===== config.mk =====
export PLATFORM = sky130hd
export DESIGN_NAME = line_position_centroid
export DESIGN_NICKNAME = d
export VERILOG_FILES = /design/src/design/lpc_pkg.sv /design/src/design/line_position_centroid.sv
export SDC_FILE = /design/constraint.sdc
export NUM_CORES = 1
export LEC_CHECK = 0
export BUFFER_PORTS_ARGS = -buffer_cell sky130_fd_sc_hd__buf_2
export CORE_AREA = 3 3 199 201
export CTS_BUF_LIST = sky130_fd_sc_hd__clkbuf_4
export DETAILED_ROUTE_END_ITERATION = 10
export DIE_AREA = 0 0 202 204
export GPL_TIMING_DRIVEN = 0
export PLACE_DENSITY = 0.68
export SYNTH_ARGS = -nofsm -noshare
export SYNTH_HDL_FRONTEND = slang
export SYNTH_SLANG_ARGS = --single-unit

===== constraint.sdc =====
create_clock -name clk_i -period 14.4 [get_ports clk_i]
set_clock_uncertainty 0.1 [all_clocks]
set_input_delay 2.16 -clock clk_i [delete_from_list [all_inputs] [get_ports clk_i]]
set_output_delay 2.16 -clock clk_i [all_outputs]
set_load 0.01 [all_outputs]

===== src/design/lpc_pkg.sv =====
// lpc_pkg: shared widths, register map codes and reset values for the
// line position centroid estimator and its port checker
// no dependencies
package lpc_pkg;

  // default depth of one frame of samples
  localparam int unsigned MAX_SENSORS_DEF = 8;

  // field widths
  localparam int unsigned SAMPLE_W = 16;
  localparam int unsigned POS_W    = 20;
  localparam int unsigned COUNT_W  = 4;
  localparam int unsigned PITCH_W  = 16;
  localparam int unsigned GATE_W   = 16;

  // apb port
  localparam int unsigned APB_AW    = 4;
  localparam int unsigned APB_DW    = 32;
  localparam int unsigned REG_IDX_W = APB_AW - 2;

  // register indexes (byte address 4*index)
  localparam logic [REG_IDX_W-1:0] REG_FRAME_LEN    = 2'd0;
  localparam logic [REG_IDX_W-1:0] REG_PITCH_UM     = 2'd1;
  localparam logic [REG_IDX_W-1:0] REG_NOISE_GATE   = 2'd2;

  // register reset values
  localparam logic [COUNT_W-1:0] COUNT_RST = 4'd4;
  localparam logic [PITCH_W-1:0] PITCH_RST = 16'd10000;
  localparam logic [GATE_W-1:0]  GATE_RST  = 16'd3277;

  // saturation limits of the position result
  localparam logic signed [POS_W-1:0] POS_MAX = 20'sh7FFFF;
  localparam logic signed [POS_W-1:0] POS_MIN = 20'sh80000;

endpackage


===== src/design/line_position_centroid.sv =====
// line_position_centroid: per-sample accept and gated weight sum, a shift-add
// multiply and a restoring divide that share one adder/subtractor
// depends on lpc_pkg
//
// operation: a sample is taken only while idle, then multiplied shift-add, lsb
// first, until the rest of its gated weight is zero (at once when it is gated
// out); the last sample of a frame then adds a sign prep step, the restoring
// divide and a fix-up step (both skipped when nothing passed the gate), then
// the load of the output register
// throughput: one sample at a time, set by the shared adder loop, plus any
// wait for the output register to free up
// reset: async active low; clears sums, index, held position, output valid and
// restores frame length 4, pitch 10000 um, noise gate 3277
module line_position_centroid #(
  parameter int unsigned MAX_SENSORS = lpc_pkg::MAX_SENSORS_DEF
) (
  input  logic                               clk_i,
  input  logic                               rst_ni,
  // apb-style configuration port
  input  logic                               psel,
  input  logic                               penable,
  input  logic                               pwrite,
  input  logic [lpc_pkg::APB_AW-1:0]         paddr,
  input  logic [lpc_pkg::APB_DW-1:0]         pwdata,
  output logic [lpc_pkg::APB_DW-1:0]         prdata,
  output logic                               pready,
  // sample input
  input  logic                               in_valid_i,
  output logic                               in_ready_o,
  input  logic [lpc_pkg::SAMPLE_W-1:0]       sample_weight_i,
  // position output
  output logic                               out_valid_o,
  input  logic                               out_ready_i,
  output logic signed [lpc_pkg::POS_W-1:0]   position_half_um_o,
  output logic                               line_seen_o
);
  import lpc_pkg::*;

  // index of a sensor inside a frame
  localparam int unsigned IDX_W  = $clog2(MAX_SENSORS);
  // effective sensor count, 1..MAX_SENSORS
  localparam int unsigned CNT_W  = $clog2(MAX_SENSORS + 1);
  localparam int unsigned CMP_W  = (CNT_W > COUNT_W) ? CNT_W : COUNT_W;
  // signed sensor offset (count-1-2*idx) in pitch/2 units
  localparam int unsigned OFF_W  = CNT_W + 2;
  // signed sensor position in half-micrometres
  localparam int unsigned PP_W   = OFF_W + PITCH_W + 1;
  // gated weight sum and signed position-weighted sum
  localparam int unsigned WSUM_W = SAMPLE_W + IDX_W;
  localparam int unsigned PSUM_W = 2 * SAMPLE_W + 1 + 2 * IDX_W;
  // shared adder width, one extra bit for the borrow of a divide step
  localparam int unsigned AW     = PSUM_W + 1;
  localparam int unsigned DC_W   = $clog2(PSUM_W);

  typedef enum logic [2:0] {
    ST_IDLE,
    ST_MUL,
    ST_PREP,
    ST_DIV,
    ST_FIX,
    ST_OUT
  } state_e;

  state_e state_q;

  // configuration registers
  logic [COUNT_W-1:0] count_cfg_q;
  logic [PITCH_W-1:0] pitch_q;
  logic [GATE_W-1:0]  gate_q;

  // frame state
  logic [IDX_W-1:0]         idx_q;
  logic                     last_q;
  logic [WSUM_W-1:0]        wsum_q;
  logic signed [PSUM_W-1:0] psum_q;
  logic signed [POS_W-1:0]  held_q;

  // output register
  logic                     out_valid_q;
  logic signed [POS_W-1:0]  out_pos_q;
  logic                     out_seen_q;

  // datapath of the shared unit
  logic signed [PSUM_W-1:0] mc_q;      // multiplicand, shifted left each step
  logic [SAMPLE_W-1:0]      mplr_q;    // multiplier bits, consumed lsb first
  logic [PSUM_W-1:0]        dvd_q;     // dividend magnitude, becomes quotient
  logic [WSUM_W-1:0]        rem_q;     // partial remainder
  logic [DC_W-1:0]          div_cnt_q;
  logic                     neg_q;
  logic signed [POS_W-1:0]  res_pos_q;
  logic                     res_seen_q;

  // apb decode
  logic                 apb_wr;
  logic [REG_IDX_W-1:0] reg_idx;

  assign pready  = 1'b1;
  assign reg_idx = paddr[APB_AW-1:2];
  assign apb_wr  = psel && penable && pwrite && pready;

  always_comb begin
    unique case (reg_idx)
      REG_FRAME_LEN:    prdata = APB_DW'(count_cfg_q);
      REG_PITCH_UM:     prdata = APB_DW'(pitch_q);
      REG_NOISE_GATE:   prdata = APB_DW'(gate_q);
      default:          prdata = '0;
    endcase
  end

  // handshakes
  logic in_accept;
  assign in_ready_o         = (state_q == ST_IDLE);
  assign in_accept          = in_valid_i && in_ready_o;
  assign out_valid_o        = out_valid_q;
  assign position_half_um_o = out_pos_q;
  assign line_seen_o        = out_seen_q;

  // effective count: zero reads as one, large values clamp to the array size
  logic [CNT_W-1:0] eff_cnt;
  logic [CNT_W-1:0] idx_ext;
  logic [CNT_W-1:0] idx_eff;
  logic             is_last;
  logic             gate_pass;
  logic [OFF_W-1:0] offset;
  logic signed [PP_W-1:0] pos_prod;

  always_comb begin
    if (count_cfg_q == '0) begin
      eff_cnt = CNT_W'(1);
    end else if (CMP_W'(count_cfg_q) > CMP_W'(MAX_SENSORS)) begin
      eff_cnt = CNT_W'(MAX_SENSORS);
    end else begin
      eff_cnt = CNT_W'(count_cfg_q);
    end
  end

  // count lowered mid-frame: the current sample closes the frame
  assign idx_ext   = CNT_W'(idx_q);
  assign idx_eff   = (idx_ext >= eff_cnt) ? (eff_cnt - CNT_W'(1)) : idx_ext;
  assign is_last   = ((idx_eff + CNT_W'(1)) == eff_cnt);
  assign gate_pass = (sample_weight_i > gate_q);

  // sensor position, positive toward sensor zero
  assign offset   = OFF_W'(eff_cnt) - OFF_W'(1) - (OFF_W'(idx_eff) << 1);
  assign pos_prod = $signed(offset) * $signed({1'b0, pitch_q});

  // shared adder/subtractor: accumulate in multiply, trial subtract in divide,
  // negate before and after the divide
  logic [AW-1:0] alu_a;
  logic [AW-1:0] alu_b;
  logic          alu_sub;
  logic [AW-1:0] alu_y;

  logic [WSUM_W:0] div_shift;
  logic            div_borrow;

  assign div_shift = {rem_q, dvd_q[PSUM_W-1]};

  always_comb begin
    alu_a   = '0;
    alu_b   = '0;
    alu_sub = 1'b0;
    unique case (state_q)
      ST_MUL: begin
        alu_a = {psum_q[PSUM_W-1], psum_q};
        alu_b = {mc_q[PSUM_W-1], mc_q};
      end
      ST_PREP: begin
        alu_b   = {psum_q[PSUM_W-1], psum_q};
        alu_sub = 1'b1;
      end
      ST_DIV: begin
        alu_a   = AW'(div_shift);
        alu_b   = AW'(wsum_q);
        alu_sub = 1'b1;
      end
      ST_FIX: begin
        alu_b   = {1'b0, dvd_q};
        alu_sub = neg_q;
      end
      default: begin
      end
    endcase
  end

  assign alu_y      = alu_a + (alu_sub ? ~alu_b : alu_b) + AW'(alu_sub);
  assign div_borrow = alu_y[AW-1];

  // signed quotient, saturated to the 20-bit result
  logic                    fits;
  logic signed [POS_W-1:0] fix_pos;

  assign fits    = (&alu_y[AW-1:POS_W-1]) || (~|alu_y[AW-1:POS_W-1]);
  assign fix_pos = fits ? $signed(alu_y[POS_W-1:0]) :
                   (alu_y[AW-1] ? POS_MIN : POS_MAX);

  // sequencer, configuration and frame state
  always_ff @(posedge clk_i or negedge rst_ni) begin
    if (!rst_ni) begin
      state_q     <= ST_IDLE;
      count_cfg_q <= COUNT_RST;
      pitch_q     <= PITCH_RST;
      gate_q      <= GATE_RST;
      idx_q       <= '0;
      last_q      <= 1'b0;
      wsum_q      <= '0;
      psum_q      <= '0;
      held_q      <= '0;
      out_valid_q <= 1'b0;
      out_pos_q   <= '0;
      out_seen_q  <= 1'b0;
    end else begin
      if (apb_wr) begin
        unique case (reg_idx)
          REG_FRAME_LEN:    count_cfg_q <= pwdata[COUNT_W-1:0];
          REG_PITCH_UM:     pitch_q     <= pwdata[PITCH_W-1:0];
          REG_NOISE_GATE:   gate_q      <= pwdata[GATE_W-1:0];
          default: begin
          end
        endcase
      end

      // the output state reloads the register itself
      if (out_valid_q && out_ready_i && (state_q != ST_OUT)) begin
        out_valid_q <= 1'b0;
      end

      unique case (state_q)
        ST_IDLE: begin
          if (in_accept) begin
            idx_q   <= is_last ? '0 : IDX_W'(idx_eff + CNT_W'(1));
            last_q  <= is_last;
            if (gate_pass) begin
              wsum_q <= wsum_q + WSUM_W'(sample_weight_i);
            end
            state_q <= ST_MUL;
          end
        end
        ST_MUL: begin
          // multiplier exhausted: product is in the sum
          if (mplr_q == '0) begin
            state_q <= last_q ? ST_PREP : ST_IDLE;
          end else if (mplr_q[0]) begin
            psum_q <= alu_y[PSUM_W-1:0];
          end
        end
        ST_PREP: begin
          // nothing passed the gate: repeat the held position
          state_q <= (wsum_q == '0) ? ST_OUT : ST_DIV;
        end
        ST_DIV: begin
          if (div_cnt_q == '0) begin
            state_q <= ST_FIX;
          end
        end
        ST_FIX: begin
          held_q  <= fix_pos;
          state_q <= ST_OUT;
        end
        ST_OUT: begin
          // wait for the output register to free up
          if (!out_valid_q || out_ready_i) begin
            out_valid_q <= 1'b1;
            out_pos_q   <= res_pos_q;
            out_seen_q  <= res_seen_q;
            wsum_q      <= '0;
            psum_q      <= '0;
            state_q     <= ST_IDLE;
          end
        end
        default: begin
          state_q <= ST_IDLE;
        end
      endcase
    end
  end

  // shift registers of the multiply and divide loops
  always_ff @(posedge clk_i) begin
    case (state_q)
      ST_IDLE: begin
        if (in_accept) begin
          mc_q   <= {{(PSUM_W - PP_W){pos_prod[PP_W-1]}}, pos_prod};
          mplr_q <= gate_pass ? sample_weight_i : '0;
        end
      end
      ST_MUL: begin
        mc_q   <= mc_q <<< 1;
        mplr_q <= mplr_q >> 1;
      end
      ST_PREP: begin
        // divide magnitudes, sign restored in the fix-up step
        neg_q      <= psum_q[PSUM_W-1];
        dvd_q      <= psum_q[PSUM_W-1] ? alu_y[PSUM_W-1:0] : psum_q;
        rem_q      <= '0;
        div_cnt_q  <= DC_W'(PSUM_W - 1);
        res_pos_q  <= held_q;
        res_seen_q <= 1'b0;
      end
      ST_DIV: begin
        // restoring step, one quotient bit per cycle
        if (div_borrow) begin
          rem_q <= div_shift[WSUM_W-1:0];
        end else begin
          rem_q <= alu_y[WSUM_W-1:0];
        end
        dvd_q     <= {dvd_q[PSUM_W-2:0], ~div_borrow};
        div_cnt_q <= div_cnt_q - DC_W'(1);
      end
      ST_FIX: begin
        res_pos_q  <= fix_pos;
        res_seen_q <= 1'b1;
      end
      default: begin
      end
    endcase
  end

endmodule


; ---- Word level (Yosys, flattened, before mapping)
; Index checks and enable logic that the tools add are counted.
[classes]
add_sub_neg = 8
n_mul = 1
order_cmp = 3
eq_ne = 16
muxes = 41
n_bitwise = 2
reduce_logical = 32
[ops]
columns = cell, count
row1 = $pmux W39 S2, 3
row2 = $mux W39, 5
row3 = $pmux W40 S4, 1
row4 = $pmux W40 S2, 1
row5 = $mux W19, 4
row6 = $pmux W19 S2, 2
row7 = $pmux W16 S3, 1
row8 = $add A40 B1 Y40, 1
row9 = $add A40 B40 Y40, 1
row10 = $mux W20, 2
row11 = $mux W40, 1
row12 = $not A40 Y40, 1
row13 = $pmux W20 S2, 1
row14 = $mux W16, 2
row15 = $pmux W16 S2, 1
row16 = $mul A6 B17 Y23, 1
row17 = $reduce_and A21 Y1, 1
row18 = $reduce_or A21 Y1, 1
row19 = $add A19 B16 Y19, 1
row20 = $logic_not A19 Y1, 1
row21 = $mux W3, 6
row22 = $pmux W3 S6, 1
row23 = $gt A16 B16 Y1, 1
row24 = $logic_not A16 Y1, 1
row25 = 33 further kinds, 62
[totals]
reg_bits = 284
input_bits = 59
output_inout_bits = 56

; ---- Longest topological paths before layout
[logic_depth]
depth_word = 11
depth_mapped = 43
depth_no_buf = 39

; ---- Worst setup path before layout
; No wires, ideal clock.
[synth_timing]
path_type = register -> register
from = reg count_cfg_q[2]
to = reg mc_q[28], data pin
setup_time_ns = 0.264
arrival_time_ns = 8.592
required_time_ns = 14.036
setup_slack_ns = 5.444
path_stages_with_launch = 44
cell_sequence = dfstp_2 > nor2_1 > nor2_1 > or2_2 > clkbuf_1 > clkbuf_1 > inv_1 > ha_1 > nand2b_1 > a21o_1 > a21oi_1 > nor2_1 > mux2i_1 > inv_1 > ha_1 > inv_1 > ha_1 > a21oi_1 > [... 8 more ...] > fa_1 > inv_1 > fa_1 > ha_1 > ha_1 > nor2b_1 > o21ai_0 > a21oi_1 > o21ai_0 > a21o_1 > a21oi_1 > o311ai_0 > a21oi_1 > a211oi_1 > a21oi_1 > mux2i_1 > clkbuf_1 > nand2_1
[synth_between]
elab_chain_cells = 9
[synth_rtl]
columns = item, line
row1 = "start, declared", line_position_centroid.sv:67  ; logic [COUNT_W-1:0] count_cfg_q;
row2 = "start signal, assigned", line_position_centroid.sv:215  ; REG_FRAME_LEN: count_cfg_q <= pwdata[COUNT_W-1:0];
row3 = $gt A4 B4 Y1, line_position_centroid.sv:130  ; end else if (CMP_W'(count_cfg_q) > CMP_W'(MAX_SENSORS)) begin
row4 = $mux W4, line_position_centroid.sv:130
row5 = $mux W4 *, line_position_centroid.sv:128  ; if (count_cfg_q == '0) begin
row6 = $sub A4 B1 Y4 / $ge A3 B4 Y1 (equally long branches), line_position_centroid.sv:139  ; assign idx_eff = (idx_ext >= eff_cnt) ? (eff_cnt - CNT_W'(1)) : idx_ext;
row7 = $mux W4, line_position_centroid.sv:139
row8 = $sub A6 B5 Y6 *, line_position_centroid.sv:144  ; assign offset = OFF_W'(eff_cnt) - OFF_W'(1) - (OFF_W'(idx_eff) << 1);
row9 = $mul A6 B17 Y23 *, line_position_centroid.sv:145  ; assign pos_prod = $signed(offset) * $signed({1'b0, pitch_q});
row10 = $mux W39 *, line_position_centroid.sv:282  ; if (in_accept) begin
row11 = $pmux W39 S2 *, line_position_centroid.sv:280  ; case (state_q)
row12 = "end signal, assigned", line_position_centroid.sv:283  ; mc_q <= {{(PSUM_W - PP_W){pos_prod[PP_W-1]}}, pos_prod};
row13 = "end signal, assigned", line_position_centroid.sv:288  ; mc_q <= mc_q <<< 1;
row14 = "end, declared", line_position_centroid.sv:84  ; logic signed [PSUM_W-1:0] mc_q;
; Every way passes the cells marked *; elsewhere a longest branch is shown, timed or not. The select of a mux whose other input is x is not followed.
; A chain may end at the register's enable or synchronous reset.

; ---- Worst setup path after layout
[layout_timing]
from = reg count_cfg_q[2]
to = reg mc_q[35], data pin
; The elaborated chain is that of the path after synthesis.

==> impl_metrics.toml <==
[outcome]
status = "completed"

[setup_path]
cp-start-kind = "flip-flop"
worstReg2RegEnd = "mc_q[35]"
critPathMaxFanout = 10
crit_arrival_ns = 11.70
rr_worst_depth = 43
worstReg2RegStart = "count_cfg_q[2]"
rrSetupSlack_ns = 3.08
endpoint_kind = "flip-flop"
cp_slowest_stage_delay_ns = 0.72
cpMaxStageDelayCell = "mux2i_1"
setup.worst_path.class = "reg2reg"
path_common_cell = "a21oi_1"
cp.required_ns = 14.79

[cts]
clock_sinks = 284
htreeDepth = 3
root_buffer = "clkbuf_4"
cts_buffer_depth = 3
cts_made_buffers = 79
worstSkewPairLatency_ns = 0.80
hold_buffers = 0
cts_tree = "yes"
postCtsSetupRepairBufs = 0
clk_pin_slew_worst_paths_ns = 0.08
cts_resized = 0

[min_path]
worst_hold_path_type = "reg2reg"
min_from = "psum_q[38]"
hold_end = "neg_q"
hold_depth = 0

[global_route]
use_met2 = 0.461
track_usage = 0.307
grt_overflow_total = 0
grt_max_degree = 80
grt_pass1_wl_mm = 98.5
top_usage_layer = "met2"
grt_util_met3 = 0.0782
antenna_found_initial = 1
grt_use_met1 = 0.430
grt_pass1_vias = 17500

[drt]
ant_nets = 0
via_per_inst = 6.08
firstDrtPassIters = 7
vias = 17900
routed_wl_mm = 64.1
drc = 0
avgRoutedWirePerCell_um = 21.8
first_iter_violations = 1828

[floorplan]
die_x_um = 202
die_h_um = 204
initial_core_util = 0.550
coreArea_um2 = 37800
die_area_um2 = 41200
num_io_pins = 115
rows = 71

[logic_synthesis]
synth-edff-count = 141
synth_top_family_by_area = "compound AO/OA/AOI/OAI gates"
synth_seq_cells = 284
ys_seq_area_frac = 0.377
synth_warnings = 0
yosys.area_share.simple = 0.160
synth_xor_area_frac = 0.0431
async_flop_share = 0.504
synthCells = 2184
synth_compound_area_frac = 0.170
synth_mux_area_frac = 0.0564
ys_types = 85
syn_avg_cell_area_um2 = 9.50
ys_dominant_reg_cell = "edfxtp_1"
synth.cell_area_um2 = 20800
synthAdderAreaFrac = 0.136

[timing]
rsz0062_at_grt = "no"
worst_slew_pin_slew_ns = 1.13
fin_crit_ns = 11.32
fmax_mhz = 88.4
slew_violations = 0
finalSetupViolations = 0
slew-limit-headroom = 0.238
hold_viol_final = 0
finalSetupTns_ns = 0
fin_crit_sh = 0.786

[run]
drv_cap = 0

[finish]
area_growth_pct = 11.1
layout-drive-gt1-share = 0.145
fillCellCount = 3337
layout.nets = 2615

[place]
portBuffers = 78
place_hpwl_mm = 49.1
place.gp.congestion = 0.943
[stage by stage]
step / util / setup slack, ns / area [µm²] / hold slack (ns) / std cells
floorplan: - / 5.44 / 20800 / 0.323 / 2202
global placement: 0.579 / 3.44 / 21900 / 0.329 / 2791
detailed placement: 0.582 / 3.30 / 22000 / 0.354 / 2795
CTS: 0.611 / 3.22 / 23100 / 0.353 / 2939
global route: 0.611 / 2.11 / 23100 / 0.387 / 2940
finish: 0.611 / 3.08 / 23100 / 0.355 / 2940
[cell usage in the layout (no fill, tap or decap), drive strengths merged, types with 6 or more instances in the layout]
master  count
xnor2      58
a21o       57
a21oi      85
buf       131
a221oi     12
o31ai       8
dfrtp     130
or2         6
a21boi      8
conb       20
nor4       25
nand2b     33
fa         59
o21a       10
a211oi     11
o21ai     186
a22oi      32
nor3       21
edfxtp    141
xor2       42
and2       67
or3         7
ha        132
clkinv     20
and3       21
nand2     284
clkbuf    205
mux2       52
a31oi       7
mux2i      58
inv       133
dfstp      13
nor2      127
nand4      13
nor2b      27
nand3      54
a22o       39
o211ai     32
[critical path: cells and delay by family, from the launching register on]
family / cells / cell delay (ns)
DFF: 1 / 0.55
buffers and inverters: 10 / 2.52
and+or+nand+nor: 10 / 1.26
AOI/OAI and AO/OA: 13 / 2.64
adders and majority gates: 8 / 2.84
muxes: 2 / 1.07
[routing by layer]
metal / up-vias / wire length, µm
met5: - / 0
met4: 0 / 2170
met3: 142 / 6620
met2: 885 / 28000
met1: 8720 / 27300
li1: 8119 / -
[Yosys cell counts (7+ instances only)]
| master | count | area, µm² |
|---|---|---|
| o211ai_2 | 10 | 125 |
| ha_1 | 132 | 1650 |
| inv_1 | 131 | 492 |
| dfstp_2 | 13 | 342 |
| nor3_1 | 20 | 100 |
| edfxtp_1 | 141 | 4230 |
| o211ai_1 | 22 | 165 |
| o21a_1 | 8 | 60.1 |
| nor4_1 | 24 | 150 |
| nand3_1 | 54 | 270 |
| nand2b_1 | 33 | 206 |
| xor2_1 | 42 | 368 |
| buf_6 | 9 | 101 |
| a22oi_1 | 31 | 233 |
| a22o_1 | 39 | 342 |
| nand4_1 | 13 | 81.3 |
| buf_1 | 11 | 41.3 |
| a21oi_1 | 85 | 425 |
| and2_1 | 67 | 419 |
| a31oi_1 | 7 | 43.8 |
| o21ai_0 | 179 | 896 |
| nor2_1 | 127 | 477 |
| xnor2_1 | 57 | 499 |
| nor2b_1 | 27 | 169 |
| mux2_2 | 50 | 563 |
| clkbuf_1 | 85 | 319 |
| a211oi_1 | 10 | 75.1 |
| nand2_1 | 283 | 1060 |
| or3_1 | 7 | 43.8 |
| a221oi_1 | 11 | 96.3 |
| o31ai_1 | 8 | 60.1 |
| dfrtp_1 | 130 | 3250 |
| and3_1 | 21 | 131 |
| mux2i_1 | 58 | 581 |
| a21o_1 | 56 | 420 |
| fa_1 | 59 | 1180 |
| buf_4 | 23 | 173 |
[flip-flops by register name, summed over array words and instances, names as in the netlist]
register	count
pitch_q	16
out_valid_o	1
res_seen_q	1
res_pos_q	20
position_half_um_o	20
mc_q	39
idx_q	3
dvd_q	39
neg_q	1
div_cnt_q	6
psum_q	39
gate_q	16
mplr_q	16
line_seen_o	1
last_q	1
wsum_q	19
state_q	3
held_q	20
count_cfg_q	4
rem_q	19
[worst max-delay path by stage]
stage | endpoint | slack, ns | from | cells past startpoint
CTS | mc_q[34] | 3.22 | count_cfg_q[2] | 43
global placement | mc_q[35] | 3.44 | count_cfg_q[2] | 43
floorplan | mc_q[28] | 5.44 | count_cfg_q[2] | 43
global route | mc_q[33] | 2.11 | count_cfg_q[2] | 43
detailed placement | mc_q[33] | 3.30 | count_cfg_q[2] | 43
finish | mc_q[35] | 3.08 | count_cfg_q[2] | 43
[kinds of logic after synthesis]
kind of cell / Yosys count
muxes: 110
xor gates and xnor gates: 100
DFF: 284
other: 2
adders and majority gates: 191
buffers and inverters: 269
AOI/OAI and AO/OA: 528
and+or+nand+nor: 700
[layout make-up]
class | count | area [µm²] | area share
Multi-Input combinational cell | 1649 | 11800 | 0.512
Sequential cell | 284 | 7830 | 0.339
Clock buffer | 120 | 901 | 0.0391
Buffer | 135 | 688 | 0.0298
Tap cell | 511 | 639 | 0.0277
Inverter | 134 | 503 | 0.0218
Timing Repair Buffer | 82 | 487 | 0.0211
Clock inverter | 24 | 201 | 0.00873
Antenna cell | 1 | 2.50 | 0.000109
Power is left out: the tool's default activity adds up to more than one toggle a clock period on the data nets, which glitch-free logic cannot reach.
